File: config.mk
export PLATFORM = sky130hd
export DESIGN_NAME = fixed_block_pool_allocator_unit
export DESIGN_NICKNAME = d
export VERILOG_FILES = /design/src/rtl/fbpa_pkg.sv /design/src/rtl/fixed_block_pool_allocator_unit.sv /design/src/rtl/fbpa_ram.sv /design/src/rtl/fbpa_ctrl.sv /design/src/rtl/fbpa_datapath.sv
export VERILOG_INCLUDE_DIRS = /design/src /design/src/rtl
export SDC_FILE = /design/constraint.sdc
export NUM_CORES = 1
export LEC_CHECK = 0
export CAP_MARGIN = 20
export CORE_ASPECT_RATIO = 1.4
export CORE_MARGIN = 4
export CORE_UTILIZATION = 38
export DETAILED_ROUTE_END_ITERATION = 16
export DONT_BUFFER_PORTS = 1
export PLACE_DENSITY = 0.58
export SETUP_SLACK_MARGIN = 0.15
export SLEW_MARGIN = 20
export SYNTH_ARGS = -nofsm -noshare
export SYNTH_HDL_FRONTEND = slang
export SYNTH_SLANG_ARGS = --single-unit
File: constraint.sdc
create_clock -name clk -period 7.3 [get_ports clk]
set_clock_uncertainty 0.2 [all_clocks]
set_input_delay 0 -clock clk [delete_from_list [all_inputs] [get_ports clk]]
set_output_delay 0 -clock clk [all_outputs]
set_load 0.05 [all_outputs]
File: src/rtl/assert_macros.svh
// ----------------------------------------------------------------------------
// assert_macros.svh
// Assertion helpers shared by the pool allocator modules. The macros expect
// the enclosing module to have a clock named clk and an active-low reset
// named rst_n.
// ----------------------------------------------------------------------------
`ifndef ASSERT_MACROS_SVH
`define ASSERT_MACROS_SVH

`ifndef SYNTH

// Property holds at every clock edge out of reset.
`define ASSERT_ALWAYS(lbl, prop) \
  lbl: assert property (@(posedge clk) disable iff (!rst_n) (prop)) \
    else $error("assertion failed");

// Antecedent in one cycle implies consequent in the next.
`define ASSERT_NEXT(lbl, ante, cons) \
  lbl: assert property (@(posedge clk) disable iff (!rst_n) (ante) |=> (cons)) \
    else $error("assertion failed");

`else

`define ASSERT_ALWAYS(lbl, prop)

`define ASSERT_NEXT(lbl, ante, cons)

`endif

`endif

File: src/rtl/fbpa_pkg.sv
// ----------------------------------------------------------------------------
// fbpa_pkg
// Types, codes and field widths shared by the fixed block pool allocator.
// ----------------------------------------------------------------------------
package fbpa_pkg;

  // field widths of one request and one result item
  localparam int REQ_W      = 2;
  localparam int BNUM_W     = 8;
  localparam int ADDR_W     = 32;
  localparam int STATUS_W   = 2;
  localparam int RBLK_W     = 6;
  localparam int FCOUNT_W   = 7;

  typedef enum logic [REQ_W-1:0] {
    REQ_ALLOC     = 2'd0,
    REQ_FREE_NUM  = 2'd1,
    REQ_FREE_ADDR = 2'd2,
    REQ_QUERY     = 2'd3
  } req_t;

  typedef enum logic [STATUS_W-1:0] {
    STS_OK        = 2'd0,
    STS_EMPTY     = 2'd1,
    STS_BAD_ADDR  = 2'd2,
    STS_BAD_BLOCK = 2'd3
  } status_t;

  typedef enum logic [1:0] {
    S_IDLE = 2'd0,
    S_DIV  = 2'd1,
    S_EXEC = 2'd2,
    S_OUT  = 2'd3
  } state_t;

  // controller to datapath
  typedef struct packed {
    logic load;      // capture request, issue stack read
    logic div_step;  // one step of the two-step offset divide
    logic exec;      // update stack, load result register
  } ctrl_cmd_t;

  // datapath to controller
  typedef struct packed {
    logic new_free_addr;  // incoming item is a free by address
    logic div_last;       // divide finishes this cycle
  } ctrl_sts_t;

endpackage

File: src/rtl/fixed_block_pool_allocator_unit.sv
// ----------------------------------------------------------------------------
// fixed_block_pool_allocator_unit
// Pool allocator for equal-sized blocks, kept on a LIFO stack of free block
// numbers.
// ----------------------------------------------------------------------------
// Usage:
//   Requests enter on the in_ stream (tuser = request kind, tdata = block
//   number and address); each yields exactly one result item on the out_
//   stream (tuser = status, tdata = block, address, free count).
//   The user must write pool_base through cfg_wr_en / cfg_wr_data only while
//   idle; the block itself does not enforce this. An accepted request goes
//   to the execute step, which loads the result register; a free by address
//   first divides its offset by BLOCK_BYTES (reciprocal multiply step, then
//   remainder step). One item at a time: a new item is taken only after the
//   result of the last one has been taken on the out_ stream.
//   The free stack sits in a RAM with registered read; a pop reads it in the
//   cycle before the execute step.
//   Reset: the stack holds every block, block 0 on top; a low-water mark
//   stands in for the reset contents, so there is no clearing pass.
//   When out_tready is low the result is held and in_tready stays low.
// ----------------------------------------------------------------------------
module fixed_block_pool_allocator_unit #(
  parameter int NUM_BLOCKS  = 64,
  parameter int BLOCK_BYTES = 64
) (
  input  logic        clk,
  input  logic        rst_n,
  input  logic        cfg_wr_en,
  input  logic [31:0] cfg_wr_data,
  input  logic        in_tvalid,
  output logic        in_tready,
  input  logic [39:0] in_tdata,   // [7:0] block_number, [39:8] address
  input  logic [1:0]  in_tuser,   // [1:0] req_type
  output logic        out_tvalid,
  input  logic        out_tready,
  output logic [47:0] out_tdata,  // [5:0] result_block, [37:6] result_address,
                                  // [44:38] free_count, [47:45] zero
  output logic [1:0]  out_tuser   // [1:0] status
);

  import fbpa_pkg::*;

  ctrl_cmd_t             cmd;
  ctrl_sts_t             sts;
  status_t               res_status;
  logic [RBLK_W-1:0]     res_block;
  logic [ADDR_W-1:0]     res_address;
  logic [FCOUNT_W-1:0]   res_count;

  fbpa_ctrl u_ctrl (
    .clk        (clk),
    .rst_n      (rst_n),
    .in_tvalid  (in_tvalid),
    .in_tready  (in_tready),
    .out_tvalid (out_tvalid),
    .out_tready (out_tready),
    .cmd        (cmd),
    .sts        (sts)
  );

  fbpa_datapath #(
    .NUM_BLOCKS  (NUM_BLOCKS),
    .BLOCK_BYTES (BLOCK_BYTES)
  ) u_datapath (
    .clk                (clk),
    .rst_n              (rst_n),
    .cfg_wr_en          (cfg_wr_en),
    .cfg_wr_data        (cfg_wr_data),
    .in_req_type        (in_tuser),
    .in_block_number    (in_tdata[7:0]),
    .in_address         (in_tdata[39:8]),
    .cmd                (cmd),
    .sts                (sts),
    .out_status         (res_status),
    .out_result_block   (res_block),
    .out_result_address (res_address),
    .out_free_count     (res_count)
  );

  assign out_tdata = {3'b000, res_count, res_address, res_block};
  assign out_tuser = res_status;

endmodule

File: src/rtl/fbpa_ram.sv
// ----------------------------------------------------------------------------
// fbpa_ram
// Simple dual-port RAM: one write port, one read port with registered data.
// ----------------------------------------------------------------------------
module fbpa_ram #(
  parameter int WIDTH = 8,
  parameter int DEPTH = 64
) (
  input  logic                     clk,
  input  logic                     we,
  input  logic [$clog2(DEPTH)-1:0] waddr,
  input  logic [WIDTH-1:0]         wdata,
  input  logic                     re,
  input  logic [$clog2(DEPTH)-1:0] raddr,
  output logic [WIDTH-1:0]         rdata
);

  logic [WIDTH-1:0] mem [DEPTH];

  always_ff @(posedge clk) begin
    if (we) begin
      mem[waddr] <= wdata;
    end
    if (re) begin
      rdata <= mem[raddr];
    end
  end

endmodule

File: src/rtl/fbpa_ctrl.sv
// ----------------------------------------------------------------------------
// fbpa_ctrl
// Request sequencer: accept an item, run the offset divide when needed,
// execute the stack update and hold the result until it is taken.
// ----------------------------------------------------------------------------
`include "assert_macros.svh"

module fbpa_ctrl (
  input  logic                  clk,
  input  logic                  rst_n,
  input  logic                  in_tvalid,
  output logic                  in_tready,
  output logic                  out_tvalid,
  input  logic                  out_tready,
  output fbpa_pkg::ctrl_cmd_t   cmd,
  input  fbpa_pkg::ctrl_sts_t   sts
);

  import fbpa_pkg::*;

  state_t state_r;
  state_t state_nxt;
  logic   in_fire;

  assign in_fire = in_tvalid && in_tready;

  always_ff @(posedge clk) begin
    if (!rst_n) begin
      state_r <= S_IDLE;
    end else begin
      state_r <= state_nxt;
    end
  end

  always_comb begin
    state_nxt = state_r;
    unique case (state_r)
      S_IDLE: begin
        if (in_fire) begin
          state_nxt = sts.new_free_addr ? S_DIV : S_EXEC;
        end
      end
      S_DIV: begin
        if (sts.div_last) begin
          state_nxt = S_EXEC;
        end
      end
      S_EXEC: begin
        state_nxt = S_OUT;
      end
      S_OUT: begin
        if (out_tready) begin
          state_nxt = S_IDLE;
        end
      end
    endcase
  end

  always_comb begin
    in_tready    = 1'b0;
    out_tvalid   = 1'b0;
    cmd.load     = 1'b0;
    cmd.div_step = 1'b0;
    cmd.exec     = 1'b0;
    unique case (state_r)
      S_IDLE: begin
        in_tready = 1'b1;
        cmd.load  = in_tvalid;
      end
      S_DIV: begin
        cmd.div_step = 1'b1;
      end
      S_EXEC: begin
        cmd.exec = 1'b1;
      end
      S_OUT: begin
        out_tvalid = 1'b1;
      end
    endcase
  end

  `ASSERT_NEXT(a_accept_starts_work, in_fire, (state_r == S_DIV) || (state_r == S_EXEC))
  `ASSERT_NEXT(a_exec_then_out, cmd.exec, out_tvalid)
  `ASSERT_NEXT(a_out_holds, out_tvalid && !out_tready, out_tvalid && !in_tready)

endmodule

File: src/rtl/fbpa_datapath.sv
// ----------------------------------------------------------------------------
// fbpa_datapath
// Free stack, depth and low-water mark, offset divider, address multiply
// and result register of the pool allocator.
// ----------------------------------------------------------------------------
`include "assert_macros.svh"

module fbpa_datapath #(
  parameter int NUM_BLOCKS  = 64,
  parameter int BLOCK_BYTES = 64
) (
  input  logic                            clk,
  input  logic                            rst_n,
  input  logic                            cfg_wr_en,
  input  logic [fbpa_pkg::ADDR_W-1:0]     cfg_wr_data,
  input  logic [fbpa_pkg::REQ_W-1:0]      in_req_type,
  input  logic [fbpa_pkg::BNUM_W-1:0]     in_block_number,
  input  logic [fbpa_pkg::ADDR_W-1:0]     in_address,
  input  fbpa_pkg::ctrl_cmd_t             cmd,
  output fbpa_pkg::ctrl_sts_t             sts,
  output fbpa_pkg::status_t               out_status,
  output logic [fbpa_pkg::RBLK_W-1:0]     out_result_block,
  output logic [fbpa_pkg::ADDR_W-1:0]     out_result_address,
  output logic [fbpa_pkg::FCOUNT_W-1:0]   out_free_count
);

  import fbpa_pkg::*;

  localparam int BLK_W = $clog2(NUM_BLOCKS);
  localparam int DEP_W = $clog2(NUM_BLOCKS + 1);
  localparam int unsigned SPAN = NUM_BLOCKS * BLOCK_BYTES;
  // reciprocal of BLOCK_BYTES, exact for every offset below SPAN
  localparam int OFF_W  = $clog2(SPAN);
  localparam int RCP_S  = OFF_W + $clog2(BLOCK_BYTES);
  localparam int RCP_W  = OFF_W + 2;
  localparam int PROD_W = OFF_W + RCP_W;
  localparam longint unsigned RCP_M =
    ((64'd1 << RCP_S) + 64'(BLOCK_BYTES) - 64'd1) / 64'(BLOCK_BYTES);
  localparam logic [RCP_W-1:0]  RCP_M_V = RCP_W'(RCP_M);
  localparam logic [ADDR_W-1:0] BB_A   = ADDR_W'(BLOCK_BYTES);
  localparam logic [ADDR_W-1:0] SPAN_A = ADDR_W'(SPAN);
  localparam logic [DEP_W-1:0]  NB_D   = DEP_W'(NUM_BLOCKS);
  localparam logic [BNUM_W:0]   NB_B   = (BNUM_W + 1)'(NUM_BLOCKS);

  // configuration and captured request
  logic [ADDR_W-1:0] pool_base_r;
  req_t              req_r;
  logic [BNUM_W-1:0] bnum_r;
  logic [ADDR_W-1:0] addr_r;

  // offset divider
  logic [ADDR_W-1:0] rem_r;
  logic [BLK_W-1:0]  quo_r;
  logic              cnt_r;
  logic              range_err_r;
  logic [ADDR_W-1:0] in_offset;
  logic [PROD_W-1:0] rcp_prod;
  logic [ADDR_W-1:0] quo_back;

  // stack state; entries below the low-water mark still hold reset values
  logic [DEP_W-1:0]  depth_r;
  logic [DEP_W-1:0]  depth_nxt;
  logic [DEP_W-1:0]  min_r;
  logic [DEP_W-1:0]  min_nxt;
  logic [DEP_W-1:0]  depth_dec;
  logic [DEP_W-1:0]  rst_val;
  logic [BLK_W-1:0]  ram_rdata;
  logic [BLK_W-1:0]  pop_blk;

  // execute
  status_t           status_c;
  logic [BLK_W-1:0]  blk_c;
  logic              push_c;
  logic              pop_c;
  logic              ram_we;
  logic [ADDR_W-1:0] mul_addr;
  logic [ADDR_W-1:0] raddr_c;

  assign in_offset = in_address - pool_base_r;
  assign rcp_prod  = PROD_W'(rem_r[OFF_W-1:0]) * PROD_W'(RCP_M_V);
  assign quo_back  = ADDR_W'(quo_r) * BB_A;

  assign sts.new_free_addr = (req_t'(in_req_type) == REQ_FREE_ADDR);
  assign sts.div_last      = (cnt_r == 1'b0);

  always_ff @(posedge clk) begin
    if (!rst_n) begin
      pool_base_r <= '0;
    end else if (cfg_wr_en) begin
      pool_base_r <= cfg_wr_data;
    end
  end

  always_ff @(posedge clk) begin
    if (cmd.load) begin
      req_r       <= req_t'(in_req_type);
      bnum_r      <= in_block_number;
      addr_r      <= in_address;
      rem_r       <= in_offset;
      range_err_r <= in_offset >= SPAN_A;
      quo_r       <= '0;
      cnt_r       <= 1'b1;
    end else if (cmd.div_step) begin
      // first step takes the quotient, second leaves the remainder
      if (cnt_r) begin
        quo_r <= rcp_prod[RCP_S +: BLK_W];
      end else begin
        rem_r <= rem_r - quo_back;
      end
      cnt_r <= 1'b0;
    end
  end

  assign depth_dec = depth_r - DEP_W'(1);
  assign rst_val   = NB_D - depth_r;
  assign pop_blk   = (depth_r == min_r) ? rst_val[BLK_W-1:0] : ram_rdata;

  always_comb begin
    status_c = STS_OK;
    blk_c    = '0;
    push_c   = 1'b0;
    pop_c    = 1'b0;
    unique case (req_r)
      REQ_ALLOC: begin
        if (depth_r != '0) begin
          blk_c = pop_blk;
          pop_c = 1'b1;
        end else begin
          status_c = STS_EMPTY;
        end
      end
      REQ_FREE_NUM, REQ_QUERY: begin
        if ({1'b0, bnum_r} < NB_B) begin
          blk_c  = bnum_r[BLK_W-1:0];
          push_c = (req_r == REQ_FREE_NUM);
        end else begin
          status_c = STS_BAD_BLOCK;
        end
      end
      REQ_FREE_ADDR: begin
        if (range_err_r || (rem_r != '0)) begin
          status_c = STS_BAD_ADDR;
        end else begin
          blk_c  = quo_r;
          push_c = 1'b1;
        end
      end
    endcase
  end

  assign mul_addr = pool_base_r + ADDR_W'(blk_c) * BB_A;
  assign raddr_c  = (status_c != STS_OK)     ? '0 :
                    (req_r == REQ_FREE_ADDR) ? addr_r : mul_addr;

  // drop the push when the stack is already full
  assign ram_we = cmd.exec && push_c && (depth_r != NB_D);

  always_comb begin
    depth_nxt = depth_r;
    min_nxt   = min_r;
    if (ram_we) begin
      depth_nxt = depth_r + DEP_W'(1);
    end else if (pop_c) begin
      depth_nxt = depth_dec;
      if (depth_r == min_r) begin
        min_nxt = depth_dec;
      end
    end
  end

  always_ff @(posedge clk) begin
    if (!rst_n) begin
      depth_r <= NB_D;
      min_r   <= NB_D;
    end else if (cmd.exec) begin
      depth_r <= depth_nxt;
      min_r   <= min_nxt;
    end
  end

  always_ff @(posedge clk) begin
    if (cmd.exec) begin
      out_status         <= status_c;
      out_result_block   <= RBLK_W'(blk_c);
      out_result_address <= raddr_c;
      out_free_count     <= FCOUNT_W'(depth_nxt);
    end
  end

  fbpa_ram #(
    .WIDTH (BLK_W),
    .DEPTH (NUM_BLOCKS)
  ) u_stack (
    .clk   (clk),
    .we    (ram_we),
    .waddr (depth_r[BLK_W-1:0]),
    .wdata (blk_c),
    .re    (cmd.load),
    .raddr (depth_dec[BLK_W-1:0]),
    .rdata (ram_rdata)
  );

  `ASSERT_ALWAYS(a_depth_bound, depth_r <= NB_D)
  `ASSERT_ALWAYS(a_mark_below_depth, min_r <= depth_r)
  `ASSERT_NEXT(a_error_keeps_stack, cmd.exec && (status_c != STS_OK), $stable(depth_r))

endmodule
==> impl_metrics.csv <==
group,metric,value,unit
run_status,status,"finished, final reports clean",
min_path,min_from,"in_tvalid",
cells_and_area,layout.cells.non_filler,2756,
place,placed_cells,2466,
yosys,syn_area_per_cell,15.1,sq um
die,initial_utilization,38.5,%
min_path,whs_path_depth,2,
cells_and_area,nets,1991,
grt,grt_pass1_wl,97.3,mm
grt,grt_overflow,0,
die,row_count,111,
min_path,hold_path_end,"u_datapath.rem_r[1]",
grt,antenna_found_initial,4,
yosys,yosysUniqueCellTypes,79,
sta,fmax,0.181,GHz
yosys,synth.most_common_cell,"edfxtp_1",
cells_and_area,final_layout_size_suffix_gt1_share,13.9,%
detailed_routing,wl_per_cell,23.5,um
yosys,synth_flop_cell,"edfxtp_1",
clocking,cts_tree,"done",
setup_path,reg2reg_slack,1.79,ns
detailed_routing,drt_first_pass_iters,5,
clocking,postCtsSetupBuffers,0,
power_and_ir_drop,p_per_area,344,mW/mm^2
setup_path,cp_max_fo,17,
detailed_routing,antenna_left,0,
clocking,cts_root_buf,"clkbuf_16",
setup_path,start_kind,"register",
sta,finalHoldViolations,0,
setup_path,end_kind,"register",
die,die_x,226,um
clocking,cts_sinks,567,
setup_path,r2r-start,"u_datapath.depth_r[4]",
sta,min_period,5.51,ns
detailed_routing,vias,14900,
place,post-dp-hpwl,42.9,mm
yosys,synth_area,0.0253,sq mm
place,routabilityCongestion,0.861,
clocking,cts_buffers,54,
place,io_buffers,0,
die,io-pin-count,131,
grt,grt_pass1_vias,15800,
power_and_ir_drop,power_leakage,9.89,nW
min_path,hp-class,"in -> reg",
yosys,synth_seq_cells,567,
run,drv_cap,0,
detailed_routing,vias_per_cell,5.42,
sta,finalSetupTns,0,ns
setup_path,reg2reg_to,"u_datapath.out_result_address[26]",
clocking,clock_path_buffers,3,
power_and_ir_drop,vdd_drop_max,0.287,mV
die,die_area,0.0708,sq mm
yosys,yosys-top-cells-area,"edfxtp_1, mux4_2, dfxtp_1",
sta,finalSetupViolCount,0,
grt,grt_start_max_net_pins,67,
sta,slew_headroom,35.0,%
setup_path,crit_start,"u_datapath.depth_r[4]",
sta,rsz0062_at_grt,"no",
grt,track_usage,18.0,%
sta,slew_viol_final,0,
detailed_routing,drc,0,
yosys,ys_async_sr_fraction,0,%
yosys,yosysWarningCount,0,
clocking,cts_repair_resize_count,0,
yosys,synth-edff-count,512,
die,core_area,0.0657,sq mm
sta,fin_crit_sh,75.5,%
setup_path,arrival,5.73,ns
clocking,clk_pin_slew,0.07,ns
yosys,synth-seq-area-share,65.2,%
cells_and_area,syn_to_final_growth,18.1,%
yosys,synth_common_cells,"edfxtp_1, nor2_1, mux4_2",
yosys,yosysTopAreaCellShare,60.8,%
yosys,synth_top_cell_by_area,"edfxtp_1",
setup_path,critPathKind,"reg -> reg",
clocking,worstSkewPairLatency,0.62,ns
setup_path,rr_worst_depth,19,
sta,worst_pin_slew,0.975,ns
clocking,hold_buffers,185,
cells_and_area,fillCellCount,5646,
detailed_routing,drt_iter0_drc,1079,
die,die_h,313,um
yosys,syn-instance-count,1680,
clocking,htree_levels,2,
detailed_routing,totalWireLength,64.7,mm
setup_path,worstPathRequired,7.52,ns
==> worst max-delay path: stages (launching register included) <==
cell and delay, ns:
dfxtp_1 0.77, xor2_1 0.14, nor4_1 0.30, nand4_1 0.46, nor2_1 0.22, a21oi_1 0.06, nor2_1 0.12, a221o_2 0.15
ha_1 0.16, inv_1 0.06, fa_1 0.38, nor2b_1 0.15, o21ai_0 0.11, a21boi_0 0.25, o21ai_0 0.22, a211oi_1 0.49
and2_0 0.47, nand3_1 0.18, xnor2_1 0.16, a211oi_1 0.23
==> routing by layer <==
metal | up-vias | wire [um] | track usage (%)
li1 | 6823 | - | -
met4 | 0 | 2920 | 7.63
met3 | 150 | 3060 | 3.30
met1 | 7574 | 24400 | 20.6
met2 | 394 | 34300 | 32.7
met5 | - | 0 | 0
==> sequential cells by signal (all words and copies together), names as in the netlist, 7 cells and up <==
| register | cells |
|---|---|
| u_datapath.u_stack.mem | 384 |
| u_datapath.min_r | 7 |
| u_datapath.bnum_r | 8 |
| u_datapath.depth_r | 7 |
| u_datapath.out_result_address | 32 |
| u_datapath.pool_base_r | 32 |
| u_datapath.addr_r | 32 |
| u_datapath.out_free_count | 7 |
| u_datapath.rem_r | 32 |
==> power by group <==
group          switching, W  internal (W)  total (W)
Clock               0.00123       0.00156    0.00279
Sequential         0.000482       0.00426    0.00474
Combinational       0.00173       0.00102    0.00275
==> per-stage QoR <==
stage / utilization, % / setup slack [ns] / cell area, sq um / hold WS (ns) / total power [W]
floorplan: - / 1.10 / 25300 / -0.138 / 0.00654
global route: 45.5 / 1.21 / 29900 / 0.141 / 0.0107
CTS: 45.4 / 1.88 / 29800 / 0.116 / 0.0104
detailed placement: 39.9 / 1.92 / 26200 / -0.118 / 0.00748
global placement: 39.9 / 2.04 / 26200 / -0.133 / 0.00742
finish: 45.5 / 1.79 / 29900 / 0.169 / 0.0103
==> layout make-up <==
type | instances | area, sq um | area share, %
Multi-Input combinational cell | 958 | 8260 | 27.6
Clock inverter | 29 | 260 | 0.871
Timing Repair Buffer | 209 | 2030 | 6.80
Antenna cell | 4 | 10.0 | 0.0335
Inverter | 70 | 264 | 0.884
Clock buffer | 72 | 1500 | 5.03
Tap cell | 847 | 1060 | 3.55
Sequential cell | 567 | 16500 | 55.2
==> cells by family (layout without fill, tap and decap cells) <==
| kind of cell | Yosys count | count (layout) | share of synthesized area [%] |
|---|---|---|---|
| AOI/OAI and AO/OA | 239 | 239 | 6.29 |
| xor gates and xnor gates | 86 | 86 | 2.98 |
| adders and majority gates | 52 | 52 | 2.66 |
| buffers and inverters | 157 | 380 | 2.44 |
| DFF | 567 | 567 | 65.2 |
| muxes | 170 | 170 | 12.7 |
| other | 1 | 7 | 0.0148 |
| and+or+nand+nor | 408 | 408 | 7.78 |
==> layout by cell type, fill, tap and decap left out, types with 11 or more instances in the layout <==
cell type	n
a21oi_1	64
xnor2_1	57
mux2i_1	50
nand2_1	78
nor2_1	175
dlygate4sd3_1	185
xor2_1	26
mux4_2	120
nand3_1	29
nor2b_1	14
a21o_1	18
edfxtp_1	512
a211oi_1	39
clkbuf_16	56
o21ai_0	46
buf_4	24
clkbuf_1	12
or3_1	17
dfxtp_1	54
clkinv_1	12
ha_1	47
nor4_1	11
inv_1	67
nor3_1	24
==> worst max path at each step <==
stage | end | slack (ns) | depth (start not counted)
after floorplan | u_datapath.out_result_address[26] | 1.10 | 21
after global placement | u_datapath.out_result_address[28] | 2.04 | 19
after detailed placement | u_datapath.out_result_address[26] | 1.92 | 21
after CTS | u_datapath.out_result_address[26] | 1.88 | 16
after global routing | u_datapath.out_result_address[26] | 1.21 | 19
final | u_datapath.out_result_address[26] | 1.79 | 19
(Power assumes the default switching activity.)
